[src/crc32_running_msb_first_macros.svh]
// assertion macros used by the crc32r design (crc32_running_msb_first)
`ifndef CRC32_RUNNING_MSB_FIRST_MACROS_SVH
`define CRC32_RUNNING_MSB_FIRST_MACROS_SVH

// checked on every rising edge, skipped while reset is asserted
`define CRC32R_ASSERT(label, prop, msg) \
  label: assert property (@(posedge clk_i) disable iff (!rst_ni) prop) else $error(msg);

// checked on every rising edge, reset included
`define CRC32R_ASSERT_ALWAYS(label, prop, msg) \
  label: assert property (@(posedge clk_i) prop) else $error(msg);

`endif

[src/crc32r_pkg.sv]
package crc32r_pkg;

  // widths of the remainder and of one message byte
  localparam int unsigned CrcWidth  = 32;
  localparam int unsigned ByteWidth = 8;

  // non-reflected crc-32 generator polynomial
  localparam logic [CrcWidth-1:0] CrcPoly = 32'h04C1_1DB7;

  typedef logic [CrcWidth-1:0]  crc_t;
  typedef logic [ByteWidth-1:0] byte_t;

endpackage

[src/crc32r_fold.sv]
module crc32r_fold (
  input  crc32r_pkg::crc_t  rem_i,
  input  crc32r_pkg::byte_t byte_i,
  input  logic              clear_i,
  output crc32r_pkg::crc_t  rem_o
);

  crc32r_pkg::crc_t work;

  // restart from zero if requested, then shift one byte through the divider msb first
  always_comb begin
    work = clear_i ? '0 : rem_i;
    work = work ^ {byte_i, {(crc32r_pkg::CrcWidth - crc32r_pkg::ByteWidth){1'b0}}};
    for (int b = 0; b < crc32r_pkg::ByteWidth; b++) begin
      if (work[crc32r_pkg::CrcWidth-1]) begin
        work = {work[crc32r_pkg::CrcWidth-2:0], 1'b0} ^ crc32r_pkg::CrcPoly;
      end else begin
        work = {work[crc32r_pkg::CrcWidth-2:0], 1'b0};
      end
    end
    rem_o = work;
  end

endmodule

[src/crc32_running_msb_first.sv]
// Running CRC-32, msb first, polynomial 0x04C11DB7, zero start, no final xor.
// One message byte per transfer on the input channel; first_byte_i restarts the
// remainder from zero, last_byte_i makes the block emit the CRC of every byte
// since the last first_byte_i (a message may span several chunks). Throughput is
// one byte per clock while the input is not stalled: the byte is registered,
// folded into the remainder by an eight-step combinational xor network, and the
// finished CRC lands in an output register. The input is stalled only while a
// last byte waits in the input register and the output register holds a result
// that has not been taken.
`include "crc32_running_msb_first_macros.svh"

module crc32_running_msb_first (
  input  logic              clk_i,
  input  logic              rst_ni,
  input  logic              in_valid_i,
  output logic              in_stall_o,
  input  crc32r_pkg::byte_t data_byte_i,
  input  logic              first_byte_i,
  input  logic              last_byte_i,
  output logic              out_valid_o,
  input  logic              out_stall_i,
  output crc32r_pkg::crc_t  crc_value_o
);

  logic              s1_valid_q;
  crc32r_pkg::byte_t s1_byte_q;
  logic              s1_first_q;
  logic              s1_last_q;
  crc32r_pkg::crc_t  rem_q;
  crc32r_pkg::crc_t  rem_d;
  logic              out_valid_q;
  crc32r_pkg::crc_t  out_crc_q;
  logic              out_free;
  logic              s1_adv;
  logic              in_xfer;

  // pipeline flow control
  assign out_free   = !out_valid_q || !out_stall_i;
  assign s1_adv     = s1_valid_q && (!s1_last_q || out_free);
  assign in_stall_o = s1_valid_q && !s1_adv;
  assign in_xfer    = in_valid_i && !in_stall_o;

  // byte update of the running remainder
  crc32r_fold u_fold (
    .rem_i   (rem_q),
    .byte_i  (s1_byte_q),
    .clear_i (s1_first_q),
    .rem_o   (rem_d)
  );

  // input register
  always_ff @(posedge clk_i or negedge rst_ni) begin
    if (!rst_ni) begin
      s1_valid_q <= 1'b0;
    end else if (in_xfer) begin
      s1_valid_q <= 1'b1;
    end else if (s1_adv) begin
      s1_valid_q <= 1'b0;
    end
  end

  always_ff @(posedge clk_i) begin
    if (in_xfer) begin
      s1_byte_q  <= data_byte_i;
      s1_first_q <= first_byte_i;
      s1_last_q  <= last_byte_i;
    end
  end

  // running remainder
  always_ff @(posedge clk_i or negedge rst_ni) begin
    if (!rst_ni) begin
      rem_q <= '0;
    end else if (s1_adv) begin
      rem_q <= rem_d;
    end
  end

  // output register
  always_ff @(posedge clk_i or negedge rst_ni) begin
    if (!rst_ni) begin
      out_valid_q <= 1'b0;
    end else if (s1_adv && s1_last_q) begin
      out_valid_q <= 1'b1;
    end else if (!out_stall_i) begin
      out_valid_q <= 1'b0;
    end
  end

  always_ff @(posedge clk_i) begin
    if (s1_adv && s1_last_q) begin
      out_crc_q <= rem_d;
    end
  end

  assign out_valid_o = out_valid_q;
  assign crc_value_o = out_crc_q;

  // checks
  `CRC32R_ASSERT(a_last_gives_result, s1_adv && s1_last_q |=> out_valid_q, "last byte lost")
  `CRC32R_ASSERT(a_result_matches_rem,
                 $rose(out_valid_q) |-> out_crc_q == rem_q,
                 "crc differs from remainder")
  `CRC32R_ASSERT(a_rem_holds, !s1_adv |=> $stable(rem_q), "remainder moved without a byte")
  `CRC32R_ASSERT(a_stall_cause,
                 in_stall_o |-> s1_valid_q && s1_last_q && out_valid_q && out_stall_i,
                 "needless input stall")
  `CRC32R_ASSERT_ALWAYS(a_reset_empty, !rst_ni |-> !out_valid_q && !s1_valid_q, "valid during reset")

endmodule
[config.mk]
export PLATFORM = sky130hd
export DESIGN_NAME = crc32_running_msb_first
export DESIGN_NICKNAME = d
export VERILOG_FILES = /design/src/crc32r_pkg.sv /design/src/crc32r_fold.sv /design/src/crc32_running_msb_first.sv
export VERILOG_INCLUDE_DIRS = /design/src /design/src/src
export SDC_FILE = /design/constraint.sdc
export NUM_CORES = 1
export LEC_CHECK = 0
export ABC_AREA = 1
export BUFFER_PORTS_ARGS = -buffer_cell sky130_fd_sc_hd__buf_2
export CAP_MARGIN = 0
export CORE_ASPECT_RATIO = 0.5
export CORE_UTILIZATION = 30
export CTS_CLUSTER_SIZE = 12
export DETAILED_ROUTE_END_ITERATION = 10
export SLEW_MARGIN = 10
export SYNTH_ARGS = -nofsm -noshare
export SYNTH_HDL_FRONTEND = slang
export SYNTH_SLANG_ARGS = --single-unit
[constraint.sdc]
create_clock -name clk_i -period 2.8 [get_ports clk_i]
set_input_delay 0.56 -clock clk_i [delete_from_list [all_inputs] [get_ports clk_i]]
set_output_delay 0.56 -clock clk_i [all_outputs]
set_load 0.1 [all_outputs]
After elaboration in Yosys (flattened, before gate mapping)
Cells that the tools add are included.
{ "op_classes": {"n_reduce_logical": 12, "n_bitwise": 9, "mux": 13, "eq_ne": 1} }
{ "op_table": {"columns": ["op", "n"], "rows": [
  ["$mux 27", 8],
  ["$not 14->14", 8],
  ["$mux 32", 1],
  ["$xor 32x32->32", 1],
  ["$logic_not 1->1", 5],
  ["$logic_and 1x1->1", 4],
  ["$mux 1", 4],
  ["$logic_or 1x1->1", 2],
  ["$ne 2x1->1 const B", 1],
  ["$reduce_bool 2->1", 1]
]} }
{ "totals": {"input_bits": 14, "elab_cells": 42, "reg_bits": 76} }

Depth between registers and ports, before layout
Gate-level depths: netlist (run 1).
{ "logic_depth": {"word_depth": 18, "depth_mapped": 15, "depth_no_buf": 14} }

Hierarchy
Synthesis (run 1) repeated with hierarchy kept, for this count alone.
{ "hier_totals": {"hier_cells": 439, "area_unflattened_um2": 4070.2} }
{ "modules_own_cells": {"columns": ["mod", "area_per_inst_um2", "n_inst", "cells_each", "seq_area_each_um2"], "rows": [
  ["crc32_running_msb_first", 2638.8, 1, 193, 2112.0],
  ["crc32r_fold", 1431.4, 1, 246, 0.0]
]} }

Worst setup path after synthesis (run 1)
No wires, ideal clock.
{ "synth_path": {"kind": "register to register", "startpoint": "register out_valid_q, in the netlist out_valid_o", "endpoint": "register s1_byte_q[0], enable pin", "arrival_time_ps": 2947, "stages_incl_launch_ff": 4, "t_required_ps": 2402, "path_buffers": 0, "period_less_slack_ps": 3346, "slack_ps": -546, "cell_sequence": "dfrtp_1 nand3_1 nor2_1 nor2_1"} }
{ "synth_via": {"elab_chain_cells": 8} }
{ "synth_rtl": {"columns": ["item", "line", "text"], "rows": [
  ["start: declaration", "crc32_running_msb_first.sv:31", "logic out_valid_q;"],
  ["start signal: assignment", "crc32_running_msb_first.sv:82", "out_valid_q <= 1'b0;"],
  ["start signal: assignment", "crc32_running_msb_first.sv:84", "out_valid_q <= 1'b1;"],
  ["start signal: assignment", "crc32_running_msb_first.sv:86", "out_valid_q <= 1'b0;"],
  ["$logic_not 1->1", "crc32_running_msb_first.sv:38", "assign out_free = !out_valid_q || !out_stall_i;"],
  ["$logic_or 1x1->1", "crc32_running_msb_first.sv:38", null],
  ["$logic_or 1x1->1", "crc32_running_msb_first.sv:39", "assign s1_adv = s1_valid_q && (!s1_last_q || out_free);"],
  ["$logic_and 1x1->1", "crc32_running_msb_first.sv:39", null],
  ["$logic_not 1->1", "crc32_running_msb_first.sv:40", "assign in_stall_o = s1_valid_q && !s1_adv;"],
  ["$logic_and 1x1->1", "crc32_running_msb_first.sv:40", null],
  ["net in_stall_o", "crc32_running_msb_first.sv:16", "output logic in_stall_o,"],
  ["$logic_not 1->1", "crc32_running_msb_first.sv:41", "assign in_xfer = in_valid_i && !in_stall_o;"],
  ["$logic_and 1x1->1", "crc32_running_msb_first.sv:41", null],
  ["net in_xfer", "crc32_running_msb_first.sv:35", "logic in_xfer;"],
  ["end signal: assignment", "crc32_running_msb_first.sv:64", "s1_byte_q <= data_byte_i;"],
  ["end: declaration", "crc32_running_msb_first.sv:26", "crc32r_pkg::byte_t s1_byte_q;"]
]} }
The timed path passes the listed nets, and every way through them passes these cells.
A chain may end at the register's enable or synchronous reset.

Worst setup path in the final report (run 1)
{ "layout_path": {"startpoint": "register s1_first_q", "endpoint": "register out_crc_q[6], in the netlist crc_value_o[6], data pin"} }
{ "layout_via": {"elab_chain_cells": 13} }
{ "layout_rtl": {"columns": ["item", "line", "text"], "rows": [
  ["start: declaration", "crc32_running_msb_first.sv:27", "logic s1_first_q;"],
  ["start signal: assignment", "crc32_running_msb_first.sv:65", "s1_first_q <= first_byte_i;"],
  ["$mux 32 *", "crc32r_fold.sv:12", "work = clear_i ? '0 : rem_i;"],
  ["$xor 32x32->32 *", "crc32r_fold.sv:13", "work = work ^ {byte_i, {(crc32r_pkg::CrcWidth - crc32r_pkg::ByteWidth){1'b0}}};"],
  ["$mux 27", "crc32r_fold.sv:15", "if (work[crc32r_pkg::CrcWidth-1]) begin"],
  ["$not 14->14 (no source line)", null, null],
  ["$mux 27", "crc32r_fold.sv:15", null],
  ["$not 14->14 (no source line)", null, null],
  ["$mux 27 (2 in series)", "crc32r_fold.sv:15", null],
  ["$not 14->14 (no source line)", null, null],
  ["$mux 27", "crc32r_fold.sv:15", null],
  ["$not 14->14 (no source line)", null, null],
  ["$mux 27 * (2 in series)", "crc32r_fold.sv:15", null],
  ["net rem_d[6]", "crc32_running_msb_first.sv:30", "crc32r_pkg::crc_t rem_d;"],
  ["end signal: assignment", "crc32_running_msb_first.sv:92", "out_crc_q <= rem_d;"],
  ["end: declaration", "crc32_running_msb_first.sv:32", "crc32r_pkg::crc_t out_crc_q;"]
]} }
The timed path passes the listed nets; every way through them passes the cells marked *.

==> results of run 1 <==
-- cell families (layout without fill, tap and decap cells) --
group	after synthesis	in the layout	synth area share, %
and+or+nand+nor	241	241	29.1
AOI/OAI and AO/OA	14	14	1.87
xor gates and xnor gates	40	40	10.5
DFF	76	76	53.4
buffers and inverters	49	109	5.13
-- through the flow --
stage                     instances  power [uW]
after floorplan                 420        3910
after global placement          634        4400
after detailed placement        634        4420
after CTS                       650        5660
after global routing            650        5970
final                           650        5610
-- power groups by stage --
| stage | clock network (uW) | registers (uW) | logic, uW |
|---|---|---|---|
| after floorplan | 0 | 2570 | 1330 |
| after global placement | 0 | 1820 | 2580 |
| after detailed placement | 0 | 1830 | 2600 |
| after CTS | 1240 | 1820 | 2610 |
| after global routing | 1280 | 1850 | 2840 |
| final | 1200 | 1810 | 2590 |
-- critical path: stages (launching register included) --
cell and delay [ns]:
edfxtp_1 0.50, inv_2 0.36, nand3_1 0.21, nand2_4 0.18
inv_2 0.08, nand2_1 0.07, nand2_2 0.11, nand2_1 0.12
nand2_2 0.10, or2_1 0.25, and2_1 0.13
-- cell usage in the layout (no fill, tap or decap), types with 2 or more instances in the layout --
| master | netlist | routed |
|---|---|---|
| nand2_1 | 159 | 159 |
| buf_2 | 1 | 47 |
| edfxtp_1 | 42 | 42 |
| dfrtp_1 | 34 | 34 |
| inv_1 | 33 | 33 |
| xor2_1 | 27 | 27 |
| nand2_2 | 24 | 24 |
| nand3_1 | 17 | 17 |
| nor2_1 | 11 | 10 |
| o21ai_0 | 10 | 10 |
| nand2_4 | 9 | 9 |
| clkbuf_16 | 0 | 9 |
| and2_1 | 8 | 8 |
| inv_2 | 6 | 6 |
| xnor2_1 | 6 | 6 |
| xor2_2 | 6 | 6 |
| buf_4 | 2 | 6 |
| nand3_2 | 5 | 5 |
| clkinv_2 | 0 | 4 |
| nand4_1 | 2 | 2 |
| or2_1 | 2 | 2 |
| nor2_2 | 1 | 2 |
| o21ai_1 | 2 | 2 |
| bufinv_16 | 0 | 2 |
-- worst max path at each step --
stage | startpoint | to | slack (ns) | cells after the start
after floorplan | out_valid_o | s1_byte_q[0] | 0.04 | 3
after global routing | s1_first_q | crc_value_o[6] | 0.20 | 10
after global placement | s1_first_q | crc_value_o[6] | 0.53 | 10
after detailed placement | s1_first_q | crc_value_o[6] | 0.44 | 10
after CTS | s1_first_q | crc_value_o[6] | 0.44 | 10
final | s1_first_q | crc_value_o[6] | 0.43 | 10
-- sequential cells by signal (all words and copies together) (netlist names) --
signal and flops:
crc_value_o 32, out_valid_o 1, rem_q 32, s1_byte_q 8, s1_first_q 1, s1_last_q 1, s1_valid_q 1
-- routing by layer --
metal  global-route usage (%)  up-vias  share of wire [%]
li1                         -     1415                  -
met3                     3.35        8                4.0
met2                     21.4       53                 46
met5                        0        -                  0
met4                     4.63        0                1.2
met1                     19.1     1354                 49
-- final cells by class --
class                           count  area, um2
Multi-Input combinational cell    295       1640
Timing Repair Buffer               53        280
Fill cell                        1288       8060
Clock buffer                       10        229
Tap cell                          170        213
Inverter                           40        153
Clock inverter                      6       80.1
Sequential cell                    76       2110
==> key figures, run 1 <==
Clock tree
  – Clock Sinks: 76
  – Clk Latency, worst-skew pair: 0.34 ns
  – H-Tree Depth: 3
  – CTS tree: done
  – TritonCTS Buffers: 9
  – Hold_buf cts: 0
  – Postcts setup bufs: 0
  – Post-CTS sizing: 0
  – CTS Buffer Depth: 2
  – Clock Pin Slew Worst Setup and Hold Paths: around 0.06 ns
  – Root Buffer: clkbuf_16

Placement
  – Hpwl dp: roughly 6200 um
  – Port Buf Inserts: 47
  – Post-DP Area: roughly 0.0044 mm2
  – Placer Congestion: roughly 0.87
  – Pre-CTS setup slack: between 0.4 and 0.5 ns

Worst hold path
  – Hold WC Path Type: in -> async

Critical path
  – FF-to-FF Start: s1_first_q
  – RR Endpoint: crc_value_o[6]
  – Crit path max fanout: 19
  – Worst setup path category: reg -> reg
  – R2R depth: 10
  – Startpoint type of the worst setup path: flop
  – CP required: roughly 2.9 ns
  – Setup crit end kind: flop
  – Worst EP arrival: between 2 and 2.5 ns
  – Worst reg-to-reg setup slack: 0.43 ns

Drt
  – WL/cell: around 13 um
  – Vias: between 2,000 and 3,000
  – 1st-iter DRT viols: ~130
  – Detailed Routing Iterations Pass 1: 4
  – Final antenna-violating net count: 0
  – Drt via density: between 4 and 5
  – Drt drc: 0
  – Final Routed Wirelength: around 8600 um

Timing
  – Max Freq: between 400 and 500 MHz
  – Worst setup margin: 0.434 ns
  – Clk_skew: 0.00897 ns
  – Setup TNS: 0 ns
  – RSZ-0062 raised after global routing: false
  – Min Tclk post-route: approximately 2.4 ns
  – Hold_ws: 0.311 ns
  – Slew Limit Headroom: 44.0%
  – Slew @ Worst Pin: 0.840 ns
  – Final period utilization: between 80% and 90%
  – Hold Vio Cnt, Final: 0
  – Slew Viols, Final: 0
  – Count of final setup violators: 0

Power
  – Seq pwr share: between 30% and 40%
  – Clock power share: between 20% and 30%
  – Max rail drop VDD: 0.330 mV
  – Switch Pwr: roughly 2500 uW
  – Switching Fraction: a little under half
  – Gate power share: between 40% and 50%
  – Int Pwr: slightly above 3000 uW
  – Leakage power figure: between 0.002 and 0.0025 uW
  – PwrDens: between 1000 and 1500 mW/mm2

Yosys
  – Number of synthesized flops with an enable pin: 42
  – Post-synth top cells: 159 x nand2_1, 42 x edfxtp_1, 34 x dfrtp_1
  – Count leader, synth: nand2_1
  – Ys Warns: 0
  – Unique masters post-synth: 31
  – Cell taking the most area after synthesis: edfxtp_1
  – Yosys top cell area share: between 30% and 40%
  – Synth area leaders: edfxtp_1 32%, dfrtp_1 22%, nand2_1 15%
  – Share of flip-flops with an asynchronous set or reset: approximately 45%
  – Register bit total from synthesis: between 70 and 80
  – Syn Area/Cell: 9.41 um2
  – Mapped Cells: 420
  – Seq/Total Area, Yosys: between 50% and 60%
  – Cell Area, Synth: ~0.004 mm2
  – Synthesized Nets: about 430
  – Main synth FF type: edfxtp_1

Floorplan
  – Starting density of the core: a little under a third
  – I/O Pins: between 40 and 50
  – Die area: 0.0137 mm2
  – Core Box Area: 0.0128 mm2
  – Die Ht: 83.2 um
  – Die width: between 150 and 200 um
  – Row count: 29

Global routing
  – Antenna violations before repair: 0
  – Gr usage total: ~14%
  – Vias in the first global route: around 2,800
  – Largest net degree at the start of global routing: 35
  – First-pass GRT wire length: between 10,000 and 15,000 um
  – GR Overflow Total: 0

Final layout
  – Final core area utilization: a little under two fifths
  – Finished Cell Area: 0.00471 mm2
  – Antenna cells: 0
  – Synth-to-layout area growth: 19.1%
  – Share of cells above drive strength 1: 25.8%
  – Nets: between 400 and 500

Run status
  – Status: completed

Job
  – Max-cap violations: 0
(Power assumes the default switching activity.)
==> run 2: changes to the inputs <==
==> constraint.sdc (replaced) <==
create_clock -name clk_i -period 2.25 [get_ports clk_i]
set_input_delay 0.45 -clock clk_i [delete_from_list [all_inputs] [get_ports clk_i]]
set_output_delay 0.45 -clock clk_i [all_outputs]
set_load 0.1 [all_outputs]
==> run 2 against run 1 <==
- combinational power rose by 23%
- global-route usage is 0.081 points lower
- clock skew hardly changed
- sequential share of layout area down 0.69 points
- clock power increased by 31%
- critical path depth up 4
- power increased by 25%
- cell area increased by 1.8%
==> key figures, run 2 (synthesis results as in run 1) <==
Final layout
  – Share of cells above drive strength 1: 26.7% (was 25.8%)
  – Most common cell after layout, fill and taps aside: nand2_1 (unchanged)
  – Antenna cells: 0 (unchanged)
  – Synth-to-layout area growth: 21.2% (was 19.1%)
  – Nets: 492 (was 489)
  – Commonest cells after routing, fill and taps aside: 159 x nand2_1, 47 x buf_2, 42 x edfxtp_1 (unchanged)
  – Finished Cell Area: 0.00479 mm2 (was 0.00471 mm2)

Clock tree
  – CTS Buffer Depth: 2 (unchanged)
  – Root Buffer: clkbuf_16 (unchanged)
  – H-Tree Depth: 3 (unchanged)
  – Clock Pin Slew Worst Setup and Hold Paths: 0.06 ns (about the same)
  – CTS tree: done (unchanged)
  – Clk Latency, worst-skew pair: 0.34 ns (about the same)
  – Postcts setup bufs: 0 (unchanged)
  – Clock Sinks: 76 (unchanged)
  – TritonCTS Buffers: 9 (unchanged)

Timing
  – Slew Limit Headroom: 66.8% (was 44.0%)
  – Slew @ Worst Pin: 0.502 ns (was 0.840 ns)
  – Setup TNS: 0 ns (unchanged)
  – Count of final setup violators: 0 (unchanged)
  – Final period utilization: 91.3% (was 84.5%)
  – Hold Vio Cnt, Final: 0 (unchanged)
  – RSZ-0062 raised after global routing: false (unchanged)
  – Min Tclk post-route: 2.05 ns (was 2.37 ns)
  – Clk_skew: 0.00920 ns (was 0.00897 ns)
  – Slew Viols, Final: 0 (unchanged)
  – Max Freq: 487 MHz (was 423 MHz)

Global routing
  – Largest net degree at the start of global routing: 34 (was 35)
  – GR Overflow Total: 0 (unchanged)
  – First-pass GRT wire length: 14,200 um (was 14,300 um)
  – Antenna violations before repair: 0 (unchanged)
  – Vias in the first global route: 2,786 (was 2,755)
  – Gr usage total: 13.8% (was 13.9%)

Run status
  – Status: completed (unchanged)

Power
  – Leakage power figure: 0.00223 uW (was 0.00221 uW)
  – Max rail drop VDD: 0.450 mV (was 0.330 mV)
  – PwrDens: 1470 mW/mm2 (was 1190 mW/mm2)

Drt
  – Vias: 2,834 (was 2,830)
  – Drt drc: 0 (unchanged)
  – Final Routed Wirelength: 8620 um (was 8630 um)
  – Final antenna-violating net count: 0 (unchanged)
  – WL/cell: 13.2 um (was 13.3 um)
  – 1st-iter DRT viols: 172 (was 133)
  – Detailed Routing Iterations Pass 1: 4 (unchanged)
  – Drt via density: 4.34 (was 4.35)

Critical path
  – Worst setup path category: reg -> reg (unchanged)
  – Crit path max fanout: 18 (was 19)
  – Worst EP arrival: 2.14 ns (was 2.46 ns)
  – Startpoint type of the worst setup path: flop (unchanged)
  – Setup crit end kind: flop (unchanged)
  – R2R depth: 14 (was 10)
  – CP required: 2.34 ns (was 2.89 ns)

Placement
  – Placer Congestion: 0.865 (was 0.874)
  – Post-DP Area: 0.00446 mm2 (was 0.00440 mm2)
  – Port Buf Inserts: 47 (unchanged)
  – Hpwl dp: 6270 um (was 6220 um)

Worst hold path
  – Hold WC Path Type: in -> async (unchanged)

Floorplan
  – Core Box Area: 0.0128 mm2 (unchanged)
  – Die Ht: 83.2 um (unchanged)
  – Row count: 29 (unchanged)
  – Die area: 0.0137 mm2 (unchanged)
  – I/O Pins: 48 (unchanged)
  – Starting density of the core: 31.0% (unchanged)
  – Die width: 164 um (unchanged)

Job
  – Max-cap violations: 0 (unchanged)
[run 2: changes by cell type in the layout (fill, tap and decap cells not counted), sizes merged]
cell | before | now
inv | 40 | 39
buf | 53 | 56
clkbuf | 10 | 12
clkinv | 4 | 1
clkinvlp | 0 | 2
[run 2: final cells by class]
| type | instances | area (um2) |
|---|---|---|
| Clock inverter | 4 | 72.6 |
| Tap cell | 170 | 213 |
| Inverter | 40 | 159 |
| Fill cell | 1281 | 7980 |
| Multi-Input combinational cell | 295 | 1650 |
| Sequential cell | 76 | 2120 |
| Clock buffer | 12 | 256 |
| Timing Repair Buffer | 56 | 328 |
[run 2: path summary, 6_finish.rpt]
path	startpoint	endpoint	slack (ns)
setup / recovery	s1_first_q	crc_value_o[11]	0.20
hold / removal	rst_ni	rem_q[25]	0.06
setup reg to reg	s1_first_q	crc_value_o[11]	0.20
hold reg to reg	rem_q[22]	rem_q[22]	0.48
max in group asynchronous	rst_ni	rem_q[3]	1.66
min in group clk_i	data_byte_i[7]	s1_byte_q[7]	0.29
[run 2: metrics by stage]
step                setup WS (ns)  utilization (%)  hold WS (ns)  cells  power, uW
floorplan                  0.0515                -         0.154    420       4860
global placement            0.250             34.9         0.424    637       5470
detailed placement          0.182             34.9         0.422    637       5490
CTS                         0.170             37.5        0.0617    653       7090
global route               0.0120             37.5        0.0820    653       7460
finish                      0.195             37.5        0.0569    653       7040
[run 2: what timing repair did]
item | 4_1_cts | 5_1_grt
gates resized for setup | 0 | 1
endpoints found under the setup margin | 0 | 1
hold buffers | 0 | 0
endpoints found under the hold margin | 0 | 0
[run 2: per-layer routing]
metal / GRT usage (%) / vias to the layer above / wire [um]
li1: - / 1424 / -
met1: 19.1 / 1338 / 4220
met2: 20.1 / 58 / 3760
met3: 4.20 / 14 / 487
met4: 5.39 / 0 / 163
met5: 0 / - / 0
[run 2: power by group]
part | switching [uW] | internal [uW]
sequential | 236 | 2040
combinational | 2350 | 839
clock | 543 | 1030
[run 2: worst max-delay path: stages, from the launching register on]
cell	delay [ns]
edfxtp_1	0.42
inv_4	0.13
buf_12	0.17
nand2_1	0.06
nand2_1	0.09
nand2_4	0.09
inv_2	0.07
nand2_2	0.06
nand2_4	0.11
nand2_1	0.07
nand2_1	0.12
nand2_1	0.12
nand2_1	0.09
nand2_1	0.06
and2_1	0.13
